## config.mk

```make
export PLATFORM = sky130hd
export DESIGN_NAME = multi_mode_byte_crc
export DESIGN_NICKNAME = d
export VERILOG_FILES = /design/src/rtl/mcrc_pkg.sv /design/src/rtl/multi_mode_byte_crc.sv /design/src/rtl/mcrc_fold.sv
export VERILOG_INCLUDE_DIRS = /design/src /design/src/rtl
export SDC_FILE = /design/constraint.sdc
export NUM_CORES = 1
export LEC_CHECK = 0
export BUFFER_PORTS_ARGS = -buffer_cell sky130_fd_sc_hd__buf_2
export CAP_MARGIN = 0
export CORE_AREA = 2 2 89 91
export DETAILED_ROUTE_END_ITERATION = 8
export DIE_AREA = 0 0 91 93
export HOLD_SLACK_MARGIN = 0.05
export PLACE_DENSITY_LB_ADDON = 0.08
export SETUP_SLACK_MARGIN = 0.3
export SKIP_CTS_REPAIR_TIMING = 1
export SYNTH_ARGS = -nofsm -noshare
export SYNTH_HDL_FRONTEND = slang
export SYNTH_HIERARCHICAL = 1
export SYNTH_SLANG_ARGS = --single-unit
```

## constraint.sdc

```tcl
create_clock -name clock -period 3.1 [get_ports clock]
set_input_delay 0.465 -clock clock [delete_from_list [all_inputs] [get_ports clock]]
set_output_delay 0.465 -clock clock [all_outputs]
set_load 0.02 [all_outputs]
```

## src/rtl/multi_mode_byte_crc_assert.svh

```systemverilog
// Assertion macros shared by the CRC engine RTL.
// Used by multi_mode_byte_crc.sv; needs nothing else.
`ifndef MULTI_MODE_BYTE_CRC_ASSERT_SVH
`define MULTI_MODE_BYTE_CRC_ASSERT_SVH

// Same-cycle implication, checked outside reset.
`define MCRC_ASSERT_SAME(label, clk, rst, ante, cons) \
   label: assert property (@(posedge clk) disable iff (rst) (ante) |-> (cons)) \
      else $error("mcrc same-cycle check failed");

// Next-cycle implication, checked outside reset.
`define MCRC_ASSERT_NEXT(label, clk, rst, ante, cons) \
   label: assert property (@(posedge clk) disable iff (rst) (ante) |=> (cons)) \
      else $error("mcrc next-cycle check failed");

`endif

```

## src/rtl/mcrc_pkg.sv

```systemverilog
// Package for the multi-mode byte CRC engine: mode codes and polynomials.
// No dependencies; imported by mcrc_fold and multi_mode_byte_crc.
package mcrc_pkg;

   typedef enum logic [1:0] {
      MODE_MODBUS = 2'd0,
      MODE_CRC8   = 2'd1,
      MODE_XMODEM = 2'd2
   } crc_mode_type;

   localparam logic [15:0] MODBUS_POLY = 16'hA001;
   localparam logic [15:0] MODBUS_INIT = 16'hFFFF;
   localparam logic [7:0]  CRC8_POLY   = 8'h8C;
   localparam logic [7:0]  CRC8_INIT   = 8'h00;
   localparam logic [15:0] XMODEM_POLY = 16'h1021;
   localparam logic [15:0] XMODEM_INIT = 16'h0000;

endpackage

```

## src/rtl/multi_mode_byte_crc.sv

```systemverilog
// Top level of the multi-mode byte CRC engine: input stage, running CRC, result register.
// Depends on mcrc_pkg, mcrc_fold and multi_mode_byte_crc_assert.svh.
//
//   Port group  Direction  Beat contents
//   req_        in         tdata[7:0] data_byte, tuser is_first, tlast is_last
//   rsp_        out        tdata[15:0] crc_value (CRC-8 result in bits 7..0)
//   csr_        in         wr_data[1:0] crc_mode, written when wr_en is high
//
// The engine takes one byte per cycle unless a last byte stalls; the combinational fold
// of the stored CRC sets this rate. A byte is registered on acceptance, folded into the
// running CRC as it leaves the input stage, and a last byte's CRC is then held for rsp_.
// Reset (synchronous, active high) selects Modbus mode and clears the running CRC.
// While a finished CRC waits on rsp_, bytes that are not last keep flowing; only a
// further last byte stalls the input until the waiting result is taken.
module multi_mode_byte_crc
   import mcrc_pkg::*;
(
   input  logic        clock,
   input  logic        reset,
   // Input channel.
   input  logic        req_tvalid,
   output logic        req_tready,
   input  logic [7:0]  req_tdata,   // [7:0] data_byte
   input  logic        req_tuser,   // [0] is_first
   input  logic        req_tlast,   // is_last
   // Result channel.
   output logic        rsp_tvalid,
   input  logic        rsp_tready,
   output logic [15:0] rsp_tdata,   // [15:0] crc_value
   // Configuration.
   input  logic        csr_wr_en,
   input  logic [1:0]  csr_wr_data  // [1:0] crc_mode
);

   // Mode register.
   logic [1:0]  mode_ff;
   logic [1:0]  mode_in;

   // Input stage: one registered byte with its flags.
   logic        stg_valid_ff;
   logic        stg_valid_in;
   logic [7:0]  stg_byte_ff;
   logic        stg_first_ff;
   logic        stg_last_ff;

   // Running CRC and result register.
   logic [15:0] running_crc_ff;
   logic [15:0] running_crc_in;
   logic        rsp_valid_ff;
   logic        rsp_valid_in;
   logic [15:0] rsp_data_ff;

   logic        req_fire;
   logic        stg_fire;
   logic        out_free;
   logic [15:0] fold_crc;

   assign mode_in = csr_wr_en ? csr_wr_data : mode_ff;

   // The result slot is free when empty or being emptied this cycle.
   assign out_free = !rsp_valid_ff || rsp_tready;
   // A byte that is not last never needs the result slot.
   assign stg_fire   = stg_valid_ff && (!stg_last_ff || out_free);
   assign req_tready = !stg_valid_ff || stg_fire;
   assign req_fire   = req_tvalid && req_tready;

   assign stg_valid_in   = req_fire ? 1'b1 : (stg_fire ? 1'b0 : stg_valid_ff);
   assign running_crc_in = stg_fire ? fold_crc : running_crc_ff;
   assign rsp_valid_in   = (stg_fire && stg_last_ff) ? 1'b1
                         : (rsp_tready ? 1'b0 : rsp_valid_ff);

   mcrc_fold u_fold (
      .mode      (mode_ff),
      .crc_in    (running_crc_ff),
      .data_byte (stg_byte_ff),
      .is_first  (stg_first_ff),
      .crc_out   (fold_crc)
   );

   always_ff @(posedge clock) begin
      if (reset) begin
         mode_ff        <= 2'(MODE_MODBUS);
         stg_valid_ff   <= 1'b0;
         running_crc_ff <= '0;
         rsp_valid_ff   <= 1'b0;
      end else begin
         mode_ff        <= mode_in;
         stg_valid_ff   <= stg_valid_in;
         running_crc_ff <= running_crc_in;
         rsp_valid_ff   <= rsp_valid_in;
      end
   end

   // Payload registers carry no reset.
   always_ff @(posedge clock) begin
      if (req_fire) begin
         stg_byte_ff  <= req_tdata;
         stg_first_ff <= req_tuser;
         stg_last_ff  <= req_tlast;
      end
      if (stg_fire && stg_last_ff) begin
         rsp_data_ff <= fold_crc;
      end
   end

   assign rsp_tvalid = rsp_valid_ff;
   assign rsp_tdata  = rsp_data_ff;

`include "multi_mode_byte_crc_assert.svh"

   // A last byte leaving the input stage always produces a result beat.
   `MCRC_ASSERT_NEXT(a_last_makes_result, clock, reset, stg_fire && stg_last_ff, rsp_valid_ff)

   // A last byte stuck behind a waiting result blocks the input.
   `MCRC_ASSERT_SAME(a_last_stalls_input, clock, reset,
      stg_valid_ff && stg_last_ff && rsp_valid_ff && !rsp_tready, !req_tready)

   // A byte that is not last neither creates nor drops a result.
   `MCRC_ASSERT_NEXT(a_inner_no_result, clock, reset,
      stg_fire && !stg_last_ff, rsp_valid_ff == $past(rsp_valid_ff && !rsp_tready))

endmodule

```

## src/rtl/mcrc_fold.sv

```systemverilog
// Combinational fold of one byte into the running CRC for all three modes.
// Depends on mcrc_pkg for mode codes and polynomials.
module mcrc_fold
   import mcrc_pkg::*;
(
   input  logic [1:0]  mode,
   input  logic [15:0] crc_in,
   input  logic [7:0]  data_byte,
   input  logic        is_first,
   output logic [15:0] crc_out
);

   always_comb begin
      logic [15:0] c16;
      logic [7:0]  c8;
      c16     = '0;
      c8      = '0;
      crc_out = '0;
      case (mode)
         MODE_CRC8: begin
            c8 = (is_first ? CRC8_INIT : crc_in[7:0]) ^ data_byte;
            for (int k = 0; k < 8; k++) begin
               c8 = c8[0] ? ((c8 >> 1) ^ CRC8_POLY) : (c8 >> 1);
            end
            crc_out = {8'h00, c8};
         end
         MODE_XMODEM: begin
            c16 = (is_first ? XMODEM_INIT : crc_in) ^ {data_byte, 8'h00};
            for (int k = 0; k < 8; k++) begin
               c16 = c16[15] ? ((c16 << 1) ^ XMODEM_POLY) : (c16 << 1);
            end
            crc_out = c16;
         end
         default: begin
            // Modbus, and the unused fourth code, which behaves the same.
            c16 = (is_first ? MODBUS_INIT : crc_in) ^ {8'h00, data_byte};
            for (int k = 0; k < 8; k++) begin
               c16 = c16[0] ? ((c16 >> 1) ^ MODBUS_POLY) : (c16 >> 1);
            end
            crc_out = c16;
         end
      endcase
   end

endmodule
```

# Word level (Yosys, flattened, before mapping)
# Index checks and enable logic that the tools add are counted.
op_classes:
  n_mux: 32
  bitwise_logic: 27
  n_reduce_logical: 11
  eq_ne: 2
op_table:
  columns: ["operator", "count"]
  rows:
  - ["two-way mux 16 bit", 10]
  - ["two-way mux 13 bit", 8]
  - ["two-way mux 8 bit", 9]
  - ["NOT 2 -> 3 bit", 16]
  - ["case mux 16 bit (2 select lines)", 1]
  - ["NOT 3 bit", 8]
  - ["XOR 16 bit", 1]
  - ["XOR 16 x 8 -> 16 bit", 1]
  - ["XOR 8 bit", 1]
  - ["two-way mux 1 bit", 4]
  - ["nonzero test 2 bit", 2]
  - ["logical AND 1 bit", 3]
  - ["logical NOT 1 bit", 3]
  - ["logical OR 1 bit", 3]
  - ["equality test 2 x 1 -> 1 bit (second input constant)", 1]
  - ["equality test 2 bit (second input constant)", 1]
totals:
  out_inout_bits: 18
  reg_bits: 46
  inputBits: 17

# Logic depth before layout (Yosys ltp)
# Gate-level depths: netlist of run 1.
depth:
  ltp_word: 19
  mapped_depth: 9
  ltp_nobuf: 8

# Hierarchy
# Netlist of run 1, hierarchy kept.
by_module_without_submodules:
  columns: ["module", "seq_area_each_um2", "cells_each", "area_each_um2", "instances"]
  rows:
  - ["multi_mode_byte_crc", 1181.1, 112, 1672.9, 1]
  - ["mcrc_fold", 0.0, 174, 1307.5, 1]

# Worst setup path after synthesis of run 1
# Ideal clock, no wire load.
synth_timing:
  kind: "register to register"
  startpoint: "register stg_byte_ff[6]"
  endpoint: "register running_crc_ff[0]"
  path_buffers: 1
  setup_time_ps: 72
  required_ps: 3028
  path_stages_with_launch: 9
  arrival_ps: 2071
  setup_slack_ps: 958
  synth_period_minus_slack_ps: 2142
  cell_sequence: "edfxtp_1 -> buf_4 -> xor2_2 -> xnor3_1 -> xnor3_2 -> xnor3_1 -> o221ai_2 -> nand2b_1 -> mux2i_1"
synth_between:
  elab_chain_cells: 11
synth_lines:
  columns: ["element", "line", "text"]
  rows:
  - ["from (decl)", "multi_mode_byte_crc.sv:42", "logic [7:0] stg_byte_ff;"]
  - ["from (signal assigned)", "multi_mode_byte_crc.sv:97", "stg_byte_ff <= req_tdata;"]
  - ["XOR 16 x 8 -> 16 bit (*)", "mcrc_fold.sv:36", "c16 = (is_first ? MODBUS_INIT : crc_in) ^ {8'h00, data_byte};"]
  - ["two-way mux 16 bit (*) (5 in a row)", "mcrc_fold.sv:38", "c16 = c16[0] ? ((c16 >> 1) ^ MODBUS_POLY) : (c16 >> 1);"]
  - ["NOT 2 -> 3 bit (no source line)", null, null]
  - ["two-way mux 16 bit (*) (3 in a row)", "mcrc_fold.sv:38", null]
  - ["case mux 16 bit (2 select lines) (*)", "mcrc_fold.sv:19", "case (mode)"]
  - ["named net fold_crc[0]", "multi_mode_byte_crc.sv:56", "logic [15:0] fold_crc;"]
  - ["to (signal assigned)", "multi_mode_byte_crc.sv:89", "running_crc_ff <= running_crc_in;"]
  - ["to (decl)", "multi_mode_byte_crc.sv:47", "logic [15:0] running_crc_ff;"]
# The timed path passes the listed nets; every way through them passes the cells marked *.
# A chain may end at the register's enable or synchronous reset.

# Final worst setup path of run 1
layout_timing:
  startpoint: "register stg_first_ff"
  endpoint: "register running_crc_ff[0]"
layout_between:
  elab_chain_cells: 14
  elab_cells_between_ends: 42
  cone_classes: "25 x mux; 17 x bitwise"
layout_lines:
  columns: ["element", "line", "text"]
  rows:
  - ["from (decl)", "multi_mode_byte_crc.sv:43", "logic stg_first_ff;"]
  - ["from (signal assigned)", "multi_mode_byte_crc.sv:98", "stg_first_ff <= req_tuser;"]
  - ["two-way mux 8 bit", "mcrc_fold.sv:21", "c8 = (is_first ? CRC8_INIT : crc_in[7:0]) ^ data_byte;"]
  - ["XOR 8 bit", "mcrc_fold.sv:21", null]
  - ["NOT 2 -> 3 bit (no source line)", null, null]
  - ["two-way mux 8 bit", "mcrc_fold.sv:23", "c8 = c8[0] ? ((c8 >> 1) ^ CRC8_POLY) : (c8 >> 1);"]
  - ["NOT 2 -> 3 bit (no source line)", null, null]
  - ["two-way mux 8 bit (4 in a row)", "mcrc_fold.sv:23", null]
  - ["NOT 2 -> 3 bit (no source line)", null, null]
  - ["two-way mux 8 bit (3 in a row)", "mcrc_fold.sv:23", null]
  - ["case mux 16 bit (2 select lines) (*)", "mcrc_fold.sv:19", null]
  - ["named net fold_crc[0]", "multi_mode_byte_crc.sv:56", null]
# Marks and branches as above.

==> metrics.md, run 1 <==
| Metric | Value |
|---|---|
| Status | `finished clean` |
| Worst setup SP type | `flip-flop` |
| Synth Area in Adders | `0.00840` |
| Yosys warning total | `6` |
| Slew HR | `0.629` |
| Utilization after layout | `0.437` |
| Most common cell after layout, fill and taps aside | `xnor2_1` |
| Required time of the critical path | `3.33 ns` |
| Count of antenna-violating nets left after detailed routing | `0` |
| TritonCTS clock tree | `built` |
| FF-to-FF setup slack | `0.77 ns` |
| Core Area | `7530 µm²` |
| Yosys reg bits | `46` |
| Die X | `91 µm` |
| Mux cell area share after synthesis | `0.0605` |
| Max Clock Freq | `428 MHz` |
| Detailed-route wire length per cell | `16.4 µm` |
| Worst reg2reg path startpoint | `stg_first_ff` |
| Leakage | `0.00117 µW` |
| Hold endpoint | `stg_last_ff` |
| IO Count | `35` |
| Remaining routing DRC violations | `0` |
| Rows | `32` |
| Crit share post-route | `0.753` |
| Top cell type's share of synthesized area | `0.262` |
| Total power | `1710 µW` |
| Post-DP HPWL | `5.18 mm` |
| Ant. Diodes | `0` |
| First-pass GRT wire length | `10.7 mm` |
| Hold Vio Cnt, Final | `0` |
| Final TNS setup | `0 ns` |
| Syn_nets | `305` |
| Die Ht | `93 µm` |
| Worst setup path start | `stg_first_ff` |
| Initial antenna violation count | `0` |
| Mean Syn Cell Area | `10.4 µm²` |
| Routed vias/inst | `4.77` |
| Crit path DAT | `2.57 ns` |
| Initial Util | `0.396` |
| H-tree levels | `2` |
| Hold WC Path Type | `in -> reg` |
| Vias in the first global route | `1873` |
| R2R cell count | `7` |
| VDD IR max | `0.000250 V` |
| PwrDens | `519 nW/µm²` |
| Synth cell types | `37` |
| Seq/Total Area, Yosys | `0.396` |
| Most frequent cells in the layout | `xnor2_1, nand2b_1, buf_2, nor2_1, edfxtp_1` |
| Max cap viols | `0` |
| CP Max Fanout | `11` |
| Root buffer cell | `clkbuf_8` |
| Crit end category | `flip-flop` |
| Final RePlAce weighted congestion | `0.858` |
| Routed WL | `6.80 mm` |
| Final nets | `331` |
| XOR/XNOR share of the synthesized area | `0.272` |
| Simple-gate share of the synthesized area | `0.145` |
| Fin crit period | `2.33 ns` |
| Gr usage total | `0.168` |
| Area leader, netlist | `edfxtp_1` |
| Complex-gate fraction of the synthesized area | `0.0688` |
| Clock slew seen by the registers of the worst setup and hold paths | `0.08 ns` |
| Grt ovf | `0` |
| Final cell count without fillers | `415` |
| Clock sinks | `46` |
| Cells after DPL | `407` |
| Synth Instances | `286` |
| Skew final | `0.0113 ns` |
| First DRT Iteration DRCs | `114` |
| Synthesized area | `2980 µm²` |
| Tightest Pin Transition | `0.553 ns` |
| Drt first pass iters | `4` |
| Pin count of the biggest net entering global routing | `37` |
| Hold wc startpoint | `req_tlast` |
| R2R Path End | `running_crc_ff[0]` |
| Final Setup Violations | `0` |
| Dominant cells by area after synthesis | `edfxtp_1, xnor2_1, dfxtp_1` |
| Crit path kind | `reg -> reg` |
| Hold path depth | `1` |
| Clock latency at the later pin of the worst-skew pair | `0.30 ns` |
| Largest family of logic cells by synthesized area | `XOR/XNOR gates` |
| DIE AREA | `8460 µm²` |
| Pins Over Slew Limit | `0` |
| Area delta synth->final | `10.4%` |
| PortBufs | `34` |
| CTS max path bufs | `2` |
| Total number of vias | `1979` |
| Ratio of cells with drive above 1 in the final layout | `0.179` |
| CTS Buf Count | `5` |
| RSZ-0062 raised after global routing | `false` |
how the worst max path moves through the flow:
stage	to	slack, ns	cells after the start
3_5_place_dp	running_crc_ff[0]	0.79	7
3_3_place_gp	running_crc_ff[0]	0.77	7
2_1_floorplan	running_crc_ff[0]	0.96	8
6_report	running_crc_ff[0]	0.77	7
5_1_grt	running_crc_ff[0]	0.59	7
4_1_cts	running_crc_ff[0]	0.75	7
power breakdown:
part / leakage [µW] / internal [µW] / switching (µW)
registers: 0.000410 / 705 / 58.2
clock network: 0.0000428 / 161 / 205
logic: 0.000713 / 287 / 292
total: 0.00117 / 1150 / 555
cell usage after synthesis, drive strengths merged:
cell    instances
xnor2          62
or2b            1
o211ai          2
buf            13
o21ai           5
ha              2
xor3            1
edfxtp         26
a221oi          1
a21boi          1
nor2           30
and2            1
mux2i          18
a221o           1
xnor3           4
nand2           3
xor2           15
inv             6
dfxtp          20
nand2b         36
nand3           3
o311ai          1
o221ai          3
a21oi           5
clkbuf          9
o22ai          10
a31oi           1
nor2b           6
routing by layer:
metal / routed length (µm) / global-route usage / vias to the layer above
met2: 3140 / 0.264 / 57
met5: 0 / 0 / -
met4: 163 / 0.0758 / 0
li1: - / - / 993
met3: 322 / 0.0266 / 12
met1: 3180 / 0.230 / 917
final cells by class:
type	count	area [µm²]
clock buffer	7	76.3
clock inverter	1	6.26
fill	768	4240
inverter	6	22.5
multi-input combinational	212	1650
sequential	46	1180
tap	102	128
timing repair buffer	41	223
registers in the layout (all words and copies together), names as in the netlist:
signal          count
rsp_tdata          16
running_crc_ff     16
stg_byte_ff         8
mode_ff             2
rsp_tvalid          1
stg_first_ff        1
stg_last_ff         1
stg_valid_ff        1
critical path, cell delays in order, from the launching register on:
cell and delay (ns):
edfxtp_1 0.62, nor2_1 0.12, xnor2_1 0.26, xnor3_2 0.51
xnor3_1 0.39, o221ai_2 0.18, nand2b_1 0.07, mux2i_1 0.12
cell families after synthesis:
family | Yosys count
buffers and inverters | 28
adders and majority gates | 2
muxes | 18
xor gates and xnor gates | 82
AOI/OAI and AO/OA | 30
DFF | 46
and+or+nand+nor | 80
per-stage QoR:
stage / hold slack (ns) / cell area, µm² / setup slack [ns]
after detailed placement: 0.499 / 3210 / 0.786
final: 0.337 / 3290 / 0.766
after floorplan: 0.446 / 2980 / 0.958
after CTS: 0.327 / 3290 / 0.749
after global routing: 0.321 / 3290 / 0.590
after global placement: 0.493 / 3210 / 0.774
No activity file was read; power rests on OpenSTA's default activity.
==> run 2, diff against run 1 <==
- clock period: 3.1 -> 2.4 ns (I/O delays scaled with it)
==> run 2 against run 1 <==
  * Global-route usage grew 0.43 points
  * Routed wire length grew 7.1%
  * Via count grew 10%
  * Critical endpoint unchanged
  * Die area is the same
  * First-iteration DRC count shrank 16%
  * Register-to-register slack lost 0.50 ns
==> metrics.md, run 2 (synthesis results as in run 1) <==
| Metric | Value |
|---|---|
| Most frequent cells in the layout | `xnor2_1, buf_4, nand2b_1, buf_2, edfxtp_1` |
| Remaining routing DRC violations | `0 (unchanged)` |
| DIE AREA | `8460 µm² (unchanged)` |
| Net switching power | `755 µW (+36%)` |
| Pre-CTS setup slack | `0.115 ns (-0.671 ns)` |
| Gr usage total | `0.172 (+0.00428)` |
| Final TNS setup | `0 ns (unchanged)` |
| Vias in the first global route | `1980 (+5.7%)` |
| Die X | `91 µm (unchanged)` |
| PwrDens | `627 nW/µm² (+21%)` |
| TritonCTS clock tree | `built` |
| Clock share of power | `0.200 (-0.014)` |
| Pins Over Slew Limit | `0 (unchanged)` |
| Drt first pass iters | `4 (unchanged)` |
| Final worst slack | `0.261 ns (-0.505 ns)` |
| CTS max path bufs | `2 (unchanged)` |
| Rows | `32 (unchanged)` |
| Ratio of cells with drive above 1 in the final layout | `0.311 (+0.133)` |
| Grt ovf | `0 (unchanged)` |
| Max Clock Freq | `468 MHz (+9.1%)` |
| Metal3 WL | `471 µm (+46%)` |
| Fin crit period | `2.14 ns (-0.195 ns)` |
| Final RePlAce weighted congestion | `0.829 (-3.4%)` |
| Routed vias/inst | `4.82 (+1.0%)` |
| Crit end category | `flip-flop` |
| VDD IR max | `0.000210 V (-16%)` |
| FF-to-FF setup slack | `0.26 ns (-0.50 ns)` |
| Count of antenna-violating nets left after detailed routing | `0 (unchanged)` |
| Fin area | `3700 µm² (+13%)` |
| Total number of vias | `2177 (+10%)` |
| Detailed-route wire length per cell | `16.1 µm (-1.6%)` |
| Final cell count without fillers | `452 (+8.9%)` |
| Required time of the critical path | `2.63 ns (-0.70 ns)` |
| DR WL met2 | `3.58 mm (+14%)` |
| Initial antenna violation count | `0 (unchanged)` |
| Final nets | `368 (+11%)` |
| Ant. Diodes | `0 (unchanged)` |
| Clock latency at the later pin of the worst-skew pair | `0.30 ns (about the same)` |
| First-pass GRT wire length | `11.0 mm (+3.2%)` |
| RSZ-0062 raised after global routing | `true` |
| Post-DP HPWL | `5.14 mm (-0.79%)` |
| Comb pwr share | `0.384 (+0.045)` |
| Worst reg2reg path startpoint | `stg_byte_ff[5]` |
| Seq pwr share | `0.416 (-0.031)` |
| Max cap viols | `0 (unchanged)` |
| Tightest Pin Transition | `0.512 ns (-0.0412 ns)` |
| Area delta synth->final | `24.3%` |
| Routed WL | `7.29 mm (+7.1%)` |
| Filler instances | `749 (-2.5%)` |
| CTS Buf Count | `5 (unchanged)` |
| Cells after DPL | `418 (+2.7%)` |
| R2R Path End | `running_crc_ff[0]` |
| First DRT Iteration DRCs | `96 (-16%)` |
| Pint | `1570 µW (+36%)` |
| Switching part of the total | `0.325 (about the same)` |
| Most common cell after layout, fill and taps aside | `xnor2_1` |
| Leakage | `0.00139 µW (+19%)` |
| Hold wc startpoint | `req_tlast` |
| Final Setup Violations | `0 (unchanged)` |
| Clock sinks | `46 (unchanged)` |
| Die Ht | `93 µm (unchanged)` |
| Clock slew seen by the registers of the worst setup and hold paths | `0.08 ns (about the same)` |
| Core Area | `7530 µm² (unchanged)` |
| IO Count | `35 (unchanged)` |
| CP Max Fanout | `4 (-7)` |
| H-tree levels | `2 (unchanged)` |
| DP Area | `3290 µm² (+2.6%)` |
| Crit share post-route | `0.891 (+0.138)` |
| Worst setup SP type | `flip-flop` |
| Pin count of the biggest net entering global routing | `37 (unchanged)` |
| Status | `finished clean` |
| Highest metal used | `met4` |
| Hold Vio Cnt, Final | `0 (unchanged)` |
| Hold WC Path Type | `in -> reg` |
| Root buffer cell | `clkbuf_8` |
| Crit path kind | `reg -> reg` |
| Hold endpoint | `stg_last_ff` |
| Skew final | `0.00644 ns (-0.00486 ns)` |
| Hold path depth | `1 (unchanged)` |
| Slew HR | `0.657 (+0.0277)` |
| Crit path DAT | `2.37 ns (-0.20 ns)` |
| Initial Util | `0.396 (unchanged)` |
| Met1 Wirelength | `3.09 mm (-2.7%)` |
| PortBufs | `34 (unchanged)` |
| R2R cell count | `7 (unchanged)` |
## run 2: cell types whose count changed in the layout (fill, tap and decap cells not counted), moves of 2 or more
| cell | delta |
|---|---|
| dfxtp_1 | -2 |
| nor2_4 | +2 |
| nor2_2 | +2 |
| nor2_1 | -4 |
| xnor2_2 | +7 |
| buf_4 | +31 |
| dfxtp_2 | +2 |
| buf_6 | +3 |
| xnor2_1 | -8 |
## run 2: critical path, cell delays in order, from the launching register on
cell	delay [ns]
edfxtp_1	0.50
xor2_2	0.23
xnor3_1	0.43
xnor3_2	0.27
xnor3_1	0.26
o221ai_2	0.19
nand2b_1	0.08
mux2i_1	0.11
## run 2: per-stage QoR
stage               power, µW  hold WS [ns]  utilization
finish                   2320         0.227        0.492
global route             2450         0.212        0.492
CTS                      2240         0.217        0.448
detailed placement       1770         0.512        0.437
global placement         1770         0.510        0.437
floorplan                1570         0.446            -
## run 2: how the worst max path moves through the flow
stage	endpoint	cells after the start	from
2_1_floorplan	rsp_tdata[7]	6	stg_byte_ff[4]
3_3_place_gp	running_crc_ff[0]	7	stg_byte_ff[0]
3_5_place_dp	running_crc_ff[0]	8	stg_first_ff
4_1_cts	running_crc_ff[0]	8	stg_first_ff
5_1_grt	running_crc_ff[15]	8	stg_first_ff
6_report	running_crc_ff[0]	7	stg_byte_ff[5]
## run 2: final cells by class
| class | instances | area [µm²] | share of cell area |
|---|---|---|---|
| multi-input combinational | 212 | 1760 | 0.475 |
| sequential | 46 | 1180 | 0.320 |
| timing repair buffer | 78 | 529 | 0.143 |
| tap | 102 | 128 | 0.0345 |
| clock buffer | 8 | 80.1 | 0.0216 |
| inverter | 6 | 22.5 | 0.00608 |
## run 2: power groups by stage
stage          Clock, µW  Sequential [µW]  Combinational, µW
2_1_floorplan          0              984                586
3_5_place_dp           0              989                780
6_report             465              966                892
5_1_grt              512              974                961
3_3_place_gp           0              990                784
4_1_cts              485              971                783
## run 2: layer usage
layer	up-vias	global-route usage
li1	1068	-
met1	1023	0.224
met2	73	0.292
met3	13	0.0338
met4	0	0.0505
met5	-	0
